==> config.mk <==
export PLATFORM = sky130hd
export DESIGN_NAME = rpn_stack_evaluator
export DESIGN_NICKNAME = d
export VERILOG_FILES = /design/src/design/rse_pkg.sv /design/src/design/rse_muldiv.sv /design/src/design/rse_datapath.sv /design/src/design/rse_controller.sv /design/src/design/rpn_stack_evaluator.sv
export SDC_FILE = /design/constraint.sdc
export NUM_CORES = 2
export LEC_CHECK = 0
export ABC_CLOCK_PERIOD_IN_PS = 11800
export BUFFER_PORTS_ARGS = -buffer_cell sky130_fd_sc_hd__buf_2
export CAP_MARGIN = 25
export CORE_MARGIN = 5
export CORE_UTILIZATION = 61
export DETAILED_ROUTE_END_ITERATION = 16
export PLACE_DENSITY = 0.8
export SLEW_MARGIN = 20
export SYNTH_ARGS = -nofsm -noshare
export SYNTH_HDL_FRONTEND = slang
export SYNTH_SLANG_ARGS = --single-unit
==> constraint.sdc <==
create_clock -name i_clk -period 11.8 [get_ports i_clk]
set_input_delay 1.77 -clock i_clk [delete_from_list [all_inputs] [get_ports i_clk]]
set_output_delay 1.77 -clock i_clk [all_outputs]
set_load 0.02 [all_outputs]
==> src/design/rse_pkg.sv <==
// Shared types, codes and constants of the RPN stack evaluator.
`timescale 1ns / 1ps

package rse_pkg;

    // Default sizes handed to the top level parameters.
    localparam int unsigned STACK_DEPTH_DEF = 16;
    localparam int unsigned VALUE_WIDTH_DEF = 32;

    // Character codes of the expression alphabet.
    localparam logic [7:0] CH_SPACE = 8'h20;
    localparam logic [7:0] CH_STAR  = 8'h2A;
    localparam logic [7:0] CH_PLUS  = 8'h2B;
    localparam logic [7:0] CH_MINUS = 8'h2D;
    localparam logic [7:0] CH_SLASH = 8'h2F;
    localparam logic [7:0] CH_ZERO  = 8'h30;
    localparam logic [7:0] CH_NINE  = 8'h39;

    // Result status codes.
    typedef enum logic [2:0] {
        ST_OK       = 3'd0,
        ST_EMPTY    = 3'd1,
        ST_INVALID  = 3'd2,
        ST_FEW      = 3'd3,
        ST_DIVZERO  = 3'd4,
        ST_COUNT    = 3'd5,
        ST_OVERFLOW = 3'd6
    } t_status;

    // Operator kinds.
    typedef enum logic [1:0] {
        OP_ADD,
        OP_SUB,
        OP_MUL,
        OP_DIV
    } t_op;

    // Controller states.
    typedef enum logic [2:0] {
        S_IDLE,
        S_DECODE,
        S_READ,
        S_WAIT,
        S_FINISH
    } t_state;

    // Input word: one character of the expression.
    typedef struct packed {
        logic [7:0] char_code;
        logic       end_only;
        logic       last;
    } t_in_word;

    // Output word: one evaluation result.
    typedef struct packed {
        logic signed [31:0] value;
        logic [2:0]         status;
    } t_out_word;

    // Commands from the controller to the datapath.
    typedef struct packed {
        logic    capture;
        logic    mark_saw;
        logic    mark_invalid;
        logic    err_load;
        t_status err_code;
        logic    push_digit;
        logic    rd_en;
        logic    wr_addsub;
        logic    drop_two;
        logic    arith_start;
        logic    wr_arith;
        logic    emit;
    } t_cmd;

    // Status from the datapath to the controller.
    typedef struct packed {
        logic end_only;
        logic last;
        logic is_space;
        logic is_digit;
        logic is_op;
        t_op  op;
        logic err_active;
        logic stack_full;
        logic fewer_than_two;
        logic rhs_zero;
        logic arith_done;
        logic out_busy;
    } t_sts;

endpackage

==> src/design/rse_muldiv.sv <==
// Bit-serial multiplier and restoring signed divider shared by * and /.
`timescale 1ns / 1ps

module rse_muldiv #(
    parameter int unsigned W = rse_pkg::VALUE_WIDTH_DEF
) (
    input  logic         i_clk,
    input  logic         i_rst_n,
    input  logic         i_start,
    input  logic         i_is_div,
    input  logic [W-1:0] i_lhs,
    input  logic [W-1:0] i_rhs,
    output logic         o_done,
    output logic [W-1:0] o_result
);

    localparam int unsigned NW = $clog2(W + 1);

    logic          r_busy;
    logic [NW-1:0] r_cnt;
    logic          r_is_div;
    logic          r_neg;
    logic [W-1:0]  r_acc;
    logic [W-1:0]  r_a;
    logic [W-1:0]  r_b;
    logic [W-1:0]  r_rem;

    logic [W-1:0]  lhs_mag;
    logic [W-1:0]  rhs_mag;
    logic [W:0]    rem_sh;
    logic [W:0]    diff;
    logic          stepping;

    // Operand magnitudes and one restoring-division step.
    always_comb begin
        lhs_mag  = i_lhs[W-1] ? (~i_lhs + W'(1)) : i_lhs;
        rhs_mag  = i_rhs[W-1] ? (~i_rhs + W'(1)) : i_rhs;
        rem_sh   = {r_rem, r_a[W-1]};
        diff     = rem_sh - {1'b0, r_b};
        stepping = r_busy && (r_cnt != NW'(W));
        o_done   = r_busy && (r_cnt == NW'(W));
    end

    // The quotient takes the sign of the operands; the product is the accumulator.
    assign o_result = r_is_div ? (r_neg ? (~r_a + W'(1)) : r_a) : r_acc;

    // Busy flag and step counter.
    always_ff @(posedge i_clk) begin
        if (!i_rst_n) begin
            r_busy <= 1'b0;
            r_cnt  <= '0;
        end else if (i_start) begin
            r_busy <= 1'b1;
            r_cnt  <= '0;
        end else if (stepping) begin
            r_cnt  <= r_cnt + NW'(1);
        end else if (o_done) begin
            r_busy <= 1'b0;
        end
    end

    // One bit of the product or the quotient per cycle.
    // The partial remainder stays below the divisor, so it fits in W bits.
    always_ff @(posedge i_clk) begin
        if (i_start) begin
            r_is_div <= i_is_div;
            r_neg    <= i_lhs[W-1] ^ i_rhs[W-1];
            r_acc    <= '0;
            r_rem    <= '0;
            r_a      <= i_is_div ? lhs_mag : i_lhs;
            r_b      <= i_is_div ? rhs_mag : i_rhs;
        end else if (stepping) begin
            if (r_is_div) begin
                if (!diff[W]) begin
                    r_rem <= diff[W-1:0];
                    r_a   <= {r_a[W-2:0], 1'b1};
                end else begin
                    r_rem <= rem_sh[W-1:0];
                    r_a   <= {r_a[W-2:0], 1'b0};
                end
            end else begin
                if (r_b[0]) begin
                    r_acc <= r_acc + r_a;
                end
                r_a <= {r_a[W-2:0], 1'b0};
                r_b <= {1'b0, r_b[W-1:1]};
            end
        end
    end

endmodule

==> src/design/rse_datapath.sv <==
// Datapath: operand stack memory, status flags, arithmetic and result register.
`timescale 1ns / 1ps

module rse_datapath #(
    parameter int unsigned STACK_DEPTH = rse_pkg::STACK_DEPTH_DEF,
    parameter int unsigned VALUE_WIDTH = rse_pkg::VALUE_WIDTH_DEF
) (
    input  logic              i_clk,
    input  logic              i_rst_n,
    input  rse_pkg::t_in_word i_in_word,
    input  rse_pkg::t_cmd     i_cmd,
    output rse_pkg::t_sts     o_sts,
    output logic              o_out_valid,
    input  logic              i_out_ready,
    output rse_pkg::t_out_word o_out_word
);

    localparam int unsigned AW = $clog2(STACK_DEPTH);
    localparam int unsigned CW = $clog2(STACK_DEPTH + 1);

    logic [VALUE_WIDTH-1:0] r_stack [STACK_DEPTH];
    logic [VALUE_WIDTH-1:0] r_rhs;
    logic [VALUE_WIDTH-1:0] r_lhs;
    logic [VALUE_WIDTH-1:0] r_bottom;
    rse_pkg::t_in_word      r_word;
    logic [CW-1:0]          r_count;
    logic [CW-1:0]          n_count;
    logic                   r_saw;
    logic                   r_invalid;
    rse_pkg::t_status       r_err;
    logic                   r_out_valid;
    rse_pkg::t_out_word     r_out;

    logic [7:0]             code;
    logic [7:0]             digit8;
    logic [AW-1:0]          addr_m1;
    logic [AW-1:0]          addr_m2;
    logic                   wr_en;
    logic [AW-1:0]          wr_addr;
    logic [VALUE_WIDTH-1:0] wr_data;
    logic [VALUE_WIDTH-1:0] addsub;
    logic [VALUE_WIDTH-1:0] arith_result;
    logic                   arith_done;
    rse_pkg::t_status       final_status;
    logic signed [63:0]     bottom_ext;

    // Character classification of the captured word.
    always_comb begin
        code             = r_word.char_code;
        digit8           = code - rse_pkg::CH_ZERO;
        o_sts            = '0;
        o_sts.end_only   = r_word.end_only;
        o_sts.last       = r_word.last;
        o_sts.is_space   = (code == rse_pkg::CH_SPACE);
        o_sts.is_digit   = (code >= rse_pkg::CH_ZERO) && (code <= rse_pkg::CH_NINE);
        o_sts.is_op      = (code == rse_pkg::CH_PLUS) || (code == rse_pkg::CH_MINUS) ||
                           (code == rse_pkg::CH_STAR) || (code == rse_pkg::CH_SLASH);
        if (code == rse_pkg::CH_MINUS) begin
            o_sts.op = rse_pkg::OP_SUB;
        end else if (code == rse_pkg::CH_STAR) begin
            o_sts.op = rse_pkg::OP_MUL;
        end else if (code == rse_pkg::CH_SLASH) begin
            o_sts.op = rse_pkg::OP_DIV;
        end else begin
            o_sts.op = rse_pkg::OP_ADD;
        end
        o_sts.err_active     = (r_err != rse_pkg::ST_OK);
        o_sts.stack_full     = (r_count == CW'(STACK_DEPTH));
        o_sts.fewer_than_two = (r_count < CW'(2));
        o_sts.rhs_zero       = (r_rhs == '0);
        o_sts.arith_done     = arith_done;
        o_sts.out_busy       = r_out_valid && !i_out_ready;
    end

    // Stack addressing and the single write port.
    always_comb begin
        addr_m1 = AW'(r_count - CW'(1));
        addr_m2 = AW'(r_count - CW'(2));
        addsub  = (o_sts.op == rse_pkg::OP_SUB) ? (r_lhs - r_rhs) : (r_lhs + r_rhs);
        wr_en   = i_cmd.push_digit || i_cmd.wr_addsub || i_cmd.wr_arith;
        wr_addr = i_cmd.push_digit ? r_count[AW-1:0] : addr_m2;
        if (i_cmd.push_digit) begin
            wr_data = VALUE_WIDTH'(digit8);
        end else if (i_cmd.wr_addsub) begin
            wr_data = addsub;
        end else begin
            wr_data = arith_result;
        end
    end

    // Operand stack memory with registered reads of the top two entries.
    always_ff @(posedge i_clk) begin
        if (wr_en) begin
            r_stack[wr_addr] <= wr_data;
        end
        if (i_cmd.rd_en) begin
            r_rhs <= r_stack[addr_m1];
            r_lhs <= r_stack[addr_m2];
        end
    end

    // Copy of the bottom entry, which holds the result when one value remains.
    always_ff @(posedge i_clk) begin
        if (wr_en && (wr_addr == '0)) begin
            r_bottom <= wr_data;
        end
    end

    // Captured input word.
    always_ff @(posedge i_clk) begin
        if (i_cmd.capture) begin
            r_word <= i_in_word;
        end
    end

    // Stack count update.
    always_comb begin
        priority if (i_cmd.emit) begin
            n_count = '0;
        end else if (i_cmd.push_digit) begin
            n_count = r_count + CW'(1);
        end else if (i_cmd.wr_addsub || i_cmd.wr_arith) begin
            n_count = r_count - CW'(1);
        end else if (i_cmd.drop_two) begin
            n_count = r_count - CW'(2);
        end else begin
            n_count = r_count;
        end
    end

    // Count and expression flags; a result clears them for the next expression.
    always_ff @(posedge i_clk) begin
        if (!i_rst_n) begin
            r_count   <= '0;
            r_saw     <= 1'b0;
            r_invalid <= 1'b0;
            r_err     <= rse_pkg::ST_OK;
        end else begin
            r_count <= n_count;
            if (i_cmd.emit) begin
                r_saw     <= 1'b0;
                r_invalid <= 1'b0;
                r_err     <= rse_pkg::ST_OK;
            end else begin
                if (i_cmd.mark_saw) begin
                    r_saw <= 1'b1;
                end
                if (i_cmd.mark_invalid) begin
                    r_invalid <= 1'b1;
                end
                if (i_cmd.err_load) begin
                    r_err <= i_cmd.err_code;
                end
            end
        end
    end

    // Final status by priority, and the value sign-extended to the output width.
    always_comb begin
        bottom_ext = 64'(signed'(r_bottom));
        priority if (!r_saw) begin
            final_status = rse_pkg::ST_EMPTY;
        end else if (r_invalid) begin
            final_status = rse_pkg::ST_INVALID;
        end else if (r_err != rse_pkg::ST_OK) begin
            final_status = r_err;
        end else if (r_count != CW'(1)) begin
            final_status = rse_pkg::ST_COUNT;
        end else begin
            final_status = rse_pkg::ST_OK;
        end
    end

    // Result register, so the next word can enter while a result waits.
    always_ff @(posedge i_clk) begin
        if (!i_rst_n) begin
            r_out_valid <= 1'b0;
        end else if (i_cmd.emit) begin
            r_out_valid <= 1'b1;
        end else if (i_out_ready) begin
            r_out_valid <= 1'b0;
        end
    end

    always_ff @(posedge i_clk) begin
        if (i_cmd.emit) begin
            r_out.status <= final_status;
            r_out.value  <= (final_status == rse_pkg::ST_OK) ? bottom_ext[31:0] : 32'sd0;
        end
    end

    assign o_out_valid = r_out_valid;
    assign o_out_word  = r_out;

    // Shared iterative unit for multiply and divide.
    rse_muldiv #(
        .W (VALUE_WIDTH)
    ) u_muldiv (
        .i_clk    (i_clk),
        .i_rst_n  (i_rst_n),
        .i_start  (i_cmd.arith_start),
        .i_is_div (o_sts.op == rse_pkg::OP_DIV),
        .i_lhs    (r_lhs),
        .i_rhs    (r_rhs),
        .o_done   (arith_done),
        .o_result (arith_result)
    );

endmodule

==> src/design/rse_controller.sv <==
// Controller: sequences one character word through decode, stack access and arithmetic.
`timescale 1ns / 1ps

module rse_controller (
    input  logic          i_clk,
    input  logic          i_rst_n,
    input  logic          i_in_valid,
    output logic          o_in_ready,
    input  rse_pkg::t_sts i_sts,
    output rse_pkg::t_cmd o_cmd
);

    rse_pkg::t_state r_state;
    rse_pkg::t_state n_state;

    // State register.
    always_ff @(posedge i_clk) begin
        if (!i_rst_n) begin
            r_state <= rse_pkg::S_IDLE;
        end else begin
            r_state <= n_state;
        end
    end

    // Next state and commands.
    always_comb begin
        n_state    = r_state;
        o_cmd      = '0;
        o_in_ready = 1'b0;
        unique case (r_state)
            rse_pkg::S_IDLE: begin
                o_in_ready = 1'b1;
                if (i_in_valid) begin
                    o_cmd.capture = 1'b1;
                    n_state       = rse_pkg::S_DECODE;
                end
            end
            rse_pkg::S_DECODE: begin
                n_state = rse_pkg::S_FINISH;
                if (!i_sts.end_only) begin
                    o_cmd.mark_saw = 1'b1;
                    priority if (i_sts.is_space) begin
                        n_state = rse_pkg::S_FINISH;
                    end else if (!i_sts.is_digit && !i_sts.is_op) begin
                        o_cmd.mark_invalid = 1'b1;
                    end else if (i_sts.err_active) begin
                        n_state = rse_pkg::S_FINISH;
                    end else if (i_sts.is_digit) begin
                        if (i_sts.stack_full) begin
                            o_cmd.err_load = 1'b1;
                            o_cmd.err_code = rse_pkg::ST_OVERFLOW;
                        end else begin
                            o_cmd.push_digit = 1'b1;
                        end
                    end else if (i_sts.fewer_than_two) begin
                        o_cmd.err_load = 1'b1;
                        o_cmd.err_code = rse_pkg::ST_FEW;
                    end else begin
                        o_cmd.rd_en = 1'b1;
                        n_state     = rse_pkg::S_READ;
                    end
                end
            end
            rse_pkg::S_READ: begin
                // Operands are now registered; add and subtract finish here.
                n_state = rse_pkg::S_FINISH;
                if ((i_sts.op == rse_pkg::OP_ADD) || (i_sts.op == rse_pkg::OP_SUB)) begin
                    o_cmd.wr_addsub = 1'b1;
                end else if ((i_sts.op == rse_pkg::OP_DIV) && i_sts.rhs_zero) begin
                    o_cmd.drop_two = 1'b1;
                    o_cmd.err_load = 1'b1;
                    o_cmd.err_code = rse_pkg::ST_DIVZERO;
                end else begin
                    o_cmd.arith_start = 1'b1;
                    n_state           = rse_pkg::S_WAIT;
                end
            end
            rse_pkg::S_WAIT: begin
                if (i_sts.arith_done) begin
                    o_cmd.wr_arith = 1'b1;
                    n_state        = rse_pkg::S_FINISH;
                end
            end
            rse_pkg::S_FINISH: begin
                // A last word loads the result register once it is free.
                if (!i_sts.last) begin
                    n_state = rse_pkg::S_IDLE;
                end else if (!i_sts.out_busy) begin
                    o_cmd.emit = 1'b1;
                    n_state    = rse_pkg::S_IDLE;
                end
            end
            default: begin
                n_state = rse_pkg::S_IDLE;
            end
        endcase
    end

endmodule

==> src/design/rpn_stack_evaluator.sv <==
// Top level of the RPN stack evaluator: controller and datapath.
`timescale 1ns / 1ps

// Evaluates a reverse Polish expression sent one character word at a time over a
// valid/ready channel; the word marked last produces one result word holding the
// value and a status code, after which the stack is empty again. Words are taken
// one at a time: each word passes through decode before the next is accepted;
// + and - read their two operands through a registered read of the stack
// memory, and * and / do the same and then wait on the shared unit that forms
// one bit of the product or quotient per cycle. A division by zero ends
// without starting that unit, and an operator that finds fewer than two
// operands or follows an evaluation error ends at decode. The result sits in
// an output register, so the next expression can start while a result waits
// to be taken; a further last word waits only if that register is still full.
module rpn_stack_evaluator #(
    parameter int unsigned STACK_DEPTH = rse_pkg::STACK_DEPTH_DEF,
    parameter int unsigned VALUE_WIDTH = rse_pkg::VALUE_WIDTH_DEF
) (
    input  logic               i_clk,
    input  logic               i_rst_n,
    input  logic               i_in_valid,
    output logic               o_in_ready,
    input  rse_pkg::t_in_word  i_in_word,
    output logic               o_out_valid,
    input  logic               i_out_ready,
    output rse_pkg::t_out_word o_out_word
);

    rse_pkg::t_cmd cmd;
    rse_pkg::t_sts sts;

    // Sequencing.
    rse_controller u_controller (
        .i_clk      (i_clk),
        .i_rst_n    (i_rst_n),
        .i_in_valid (i_in_valid),
        .o_in_ready (o_in_ready),
        .i_sts      (sts),
        .o_cmd      (cmd)
    );

    // Stack, flags and arithmetic.
    rse_datapath #(
        .STACK_DEPTH (STACK_DEPTH),
        .VALUE_WIDTH (VALUE_WIDTH)
    ) u_datapath (
        .i_clk       (i_clk),
        .i_rst_n     (i_rst_n),
        .i_in_word   (i_in_word),
        .i_cmd       (cmd),
        .o_sts       (sts),
        .o_out_valid (o_out_valid),
        .i_out_ready (i_out_ready),
        .o_out_word  (o_out_word)
    );

endmodule

==> out/results.tsv <==
stage	metric	value	unit
critical_path	criticalPathCategory	reg -> reg	
cells_and_area	fill_cells	4348	
timing	final.setup.worst_slack	6.18	ns
cells_and_area	drive_gt1_share	19.9	%
cells_and_area	synthToLayoutAreaGrowth	10.4	%
cells_and_area	post-route-cell-area	0.0451	mm^2
clock_network	hold_buffers	0	
drt	drt_pre_antenna_iters	6	
power_and_ir_drop	power-per-cell-area	135	mW/mm^2
drt	antenna_left	0	
drt	remaining_drc_errors	0	
global_routing	grt_start_max_net_pins	152	
critical_path	critical_path.startpoint_type	register	
cells_and_area	final_net_count	3120	
clock_network	cts_post_setup_buffers_inserted	0	
placed_design	place_worst_setup_slack	6.02	ns
power_and_ir_drop	fraction_of_power_spent_switching_nets	22.9	%
min_path	min-delay-path-class	reg -> reg	
power_and_ir_drop	internal_power	4700	uW
timing	maxSlewViolCount	0	
logic_synthesis	distinct_cell_type_count_of_the_synthesized_netlist	75	
timing	period_share	47.6	%
floorplanning	die_h	269	um
global_routing	track_usage	32.1	%
timing	max_freq	178	MHz
logic_synthesis	synth_area_leaders	sky130_fd_sc_hd__edfxtp_1 (51%), sky130_fd_sc_hd__mux4_2 (18%), sky130_fd_sc_hd__dfxtp_1 (4.2%)	
logic_synthesis	synthCells	2962	
logic_synthesis	yosysWarningCount	0	
logic_synthesis	dominantRegCellSynth	sky130_fd_sc_hd__edfxtp_1	
critical_path	cp_data_required_time	12.17	ns
clock_network	postCtsResizedCells	0	
logic_synthesis	synth.top_cell.area_share	50.6	%
logic_synthesis	mean_instance_size_in_the_synthesized_netlist	13.8	um^2
placed_design	area_of_placed_instances	0.0421	mm^2
clock_network	cts.root.buffer_cell	sky130_fd_sc_hd__clkbuf_16	
clock_network	cts_inserted_buffers	80	
clock_network	cts-root-to-sink-buffers	3	
clock_network	clock_insertion_delay_worst_skew	0.67	ns
critical_path	timing.critical_path.to_type	register	
timing	finalHoldViolations	0	
power_and_ir_drop	power.net_switching	1390	uW
global_routing	grt.overflow.total	0	
timing	hold_ws	0.475	ns
global_routing	antenna_violations_before_repair	4	
logic_synthesis	postSynthRegisterBits	772	
placed_design	port-buffer-count	50	
floorplanning	fp.dieW	269	um
logic_synthesis	syn_area	0.0408	mm^2
cells_and_area	antenna-diode-count	0	
run	drv_cap	0	
global_routing	grt_first_pass_wirelength	173	mm
critical_path	path_max_fanout	16	
drt	route.detailed.vias_per_inst	7.10	
timing	setup_violations	0	
run_status	run_status	finished clean	
logic_synthesis	synth-async-reset-ratio	0	%
timing	tightest_slew	1.16	ns
clock_network	clk_pin_slew_worst_paths	0.07	ns
placed_design	detailed_placer_s_ending_hpwl	71.1	mm
drt	detail_route.wl_per_cell	29.8	um
floorplanning	core_rows	94	
floorplanning	io_pins	51	
floorplanning	floorplan.initialDensity	61.7	%
logic_synthesis	synth_enable_flop_cells	687	
drt	route.final.wire_length	117	mm
logic_synthesis	mappedNetlistNets	3087	
power_and_ir_drop	combinationalPowerShare	7.3	%
logic_synthesis	synth_top_area_cell	sky130_fd_sc_hd__edfxtp_1	
logic_synthesis	yosysSeqAreaShare	54.7	%
global_routing	grt_pass1_vias	27271	
power_and_ir_drop	clkPwrFrac	43.6	%
timing	setup-tns-final	0	ns
power_and_ir_drop	power_frac_seq	49.0	%
timing	worst_slew_margin_rel	22.7	%
drt	detailroute.via_count	27870	
timing	finClkSkew	0.0546	ns
floorplanning	die_area	0.0722	mm^2
clock_network	cts_max_level	3	
clock_network	number_of_sinks_on_the_clock_net	772	
timing	rsz0062_at_grt	no	
placed_design	final_replace_weighted_congestion	0.933	
power_and_ir_drop	cellLeakagePower	0.0153	uW
cells_and_area	finalCoreUtilization	68.2	%
floorplanning	coreArea	0.0661	mm^2
critical_path	cp_data_arrival_time	5.99	ns
power_and_ir_drop	vdd.ir_drop.worst	146	uV
clock_network	tritoncts	done	
drt	drtIter0Drc	3616	
timing	finalCriticalPeriod	5.62	ns
## per-stage QoR
step / total power (uW) / cells
CTS: 6090 / 3916
finish: 6090 / 3926
global route: 6260 / 3926
floorplan: 3340 / 2962
global placement: 3460 / 3763
detailed placement: 3470 / 3767
## state kept, by name, indices dropped and copies added, names as in the netlist, 8 cells and up
signal / count
u_datapath.u_muldiv.r_a: 32
u_datapath.u_muldiv.r_b: 32
u_datapath.u_muldiv.r_rem: 32
u_datapath.r_rhs: 32
u_datapath.code: 8
u_datapath.r_bottom: 12
u_datapath.r_lhs: 32
u_datapath.o_out_word: 35
u_datapath.u_muldiv.r_acc: 32
u_datapath.r_stack: 500
## Yosys cell counts (all sizes together), types with 7 or more instances
cell type	number
ha	108
or3	27
nor3	43
o21ai	187
inv	71
nand2	255
nor4b	7
a21oi	178
edfxtp	687
and2	47
nor2	175
o21a	13
nor4	11
o41ai	10
a21o	34
nand2b	21
a31oi	16
o31ai	19
mux4	320
o211ai	12
a211oi	34
nand4	16
o22ai	11
nand3	53
nor2b	21
buf	39
and3	13
xor2	108
or4	13
clkbuf	119
o21bai	10
mux2i	29
dfxtp	85
xnor2	100
## power groups by stage
stage	registers [uW]	logic (uW)	clock network, uW
final	2990	446	2660
after global routing	2990	466	2800
after CTS	2990	437	2670
after detailed placement	3040	428	0
after global placement	3040	419	0
after floorplan	3040	304	0
## critical path, stage by stage (launching register included)
cell	delay (ns)
sky130_fd_sc_hd__edfxtp_1	0.43
sky130_fd_sc_hd__inv_1	0.08
sky130_fd_sc_hd__ha_1	0.18
sky130_fd_sc_hd__nand3_1	0.12
sky130_fd_sc_hd__nor3_2	0.80
sky130_fd_sc_hd__nor2_1	0.14
sky130_fd_sc_hd__xnor2_1	0.18
sky130_fd_sc_hd__ha_1	0.39
sky130_fd_sc_hd__a2111oi_0	0.44
sky130_fd_sc_hd__o21ai_1	0.24
sky130_fd_sc_hd__a21oi_1	0.32
sky130_fd_sc_hd__o21ai_1	0.21
sky130_fd_sc_hd__a221o_1	0.40
sky130_fd_sc_hd__a21oi_1	0.26
sky130_fd_sc_hd__o21bai_1	0.17
sky130_fd_sc_hd__a31o_1	0.27
sky130_fd_sc_hd__xnor2_1	0.17
sky130_fd_sc_hd__o22ai_2	0.53
## placed cells by master, fill, tap and decap left out, types with 53 or more instances in the layout
cell type / Yosys / final
sky130_fd_sc_hd__edfxtp_1: 687 / 687
sky130_fd_sc_hd__mux4_2: 320 / 320
sky130_fd_sc_hd__nand2_1: 255 / 255
sky130_fd_sc_hd__a21oi_1: 178 / 178
sky130_fd_sc_hd__nor2_1: 175 / 158
sky130_fd_sc_hd__o21ai_1: 117 / 113
sky130_fd_sc_hd__xor2_1: 108 / 107
sky130_fd_sc_hd__ha_1: 108 / 106
sky130_fd_sc_hd__xnor2_1: 100 / 97
sky130_fd_sc_hd__dfxtp_1: 85 / 83
sky130_fd_sc_hd__clkbuf_16: 0 / 81
sky130_fd_sc_hd__inv_1: 70 / 70
sky130_fd_sc_hd__o21ai_0: 70 / 70
sky130_fd_sc_hd__nand3_1: 53 / 53
## layer usage
metal	global-route usage [%]	part of all wire, %	vias up
li1	-	-	11683
met3	7.20	11	327
met4	11.3	3.9	10
met5	0.461	0.090	-
met2	52.1	48	1932
met1	43.8	36	13918
## worst paths after layout
path,cells after the start,startpoint,slack (ns),endpoint
worst min-delay path,2,u_datapath.u_muldiv.r_acc[13]$_SDFFE_PP0P_,0.48,u_datapath.u_muldiv.r_acc[13]$_SDFFE_PP0P_
worst max register to register,17,u_datapath.code[4]$_DFFE_PP_,6.18,u_datapath.r_stack[1][28]$_DFFE_PP_
worst max-delay path,17,u_datapath.code[4]$_DFFE_PP_,6.18,u_datapath.r_stack[1][28]$_DFFE_PP_
worst min register to register,2,u_datapath.u_muldiv.r_acc[13]$_SDFFE_PP0P_,0.48,u_datapath.u_muldiv.r_acc[13]$_SDFFE_PP0P_
## logic make-up after synthesis
kind of cell             after synthesis  synth area share (%)
buffers and inverters                229                  2.16
XOR/XNOR                             208                  4.46
AND/OR/NAND/NOR                      720                  8.29
AO/OA/AOI/OAI                        569                  8.41
flip-flops                           772                  54.7
multiplexers                         353                  18.5
adder cells (fa/ha/maj)              111                  3.46
## area by class of cell
cell class / instances / area [um^2] / share of cell area (%)
clock buffer: 97 / 2110 / 4.68
tap: 864 / 1080 / 2.40
clock inverter: 52 / 617 / 1.37
inverter: 71 / 267 / 0.591
sequential: 772 / 22300 / 49.6
timing repair buffer: 109 / 793 / 1.76
multi-input combinational: 1961 / 17900 / 39.6
Power figures use the tool's default switching activity.
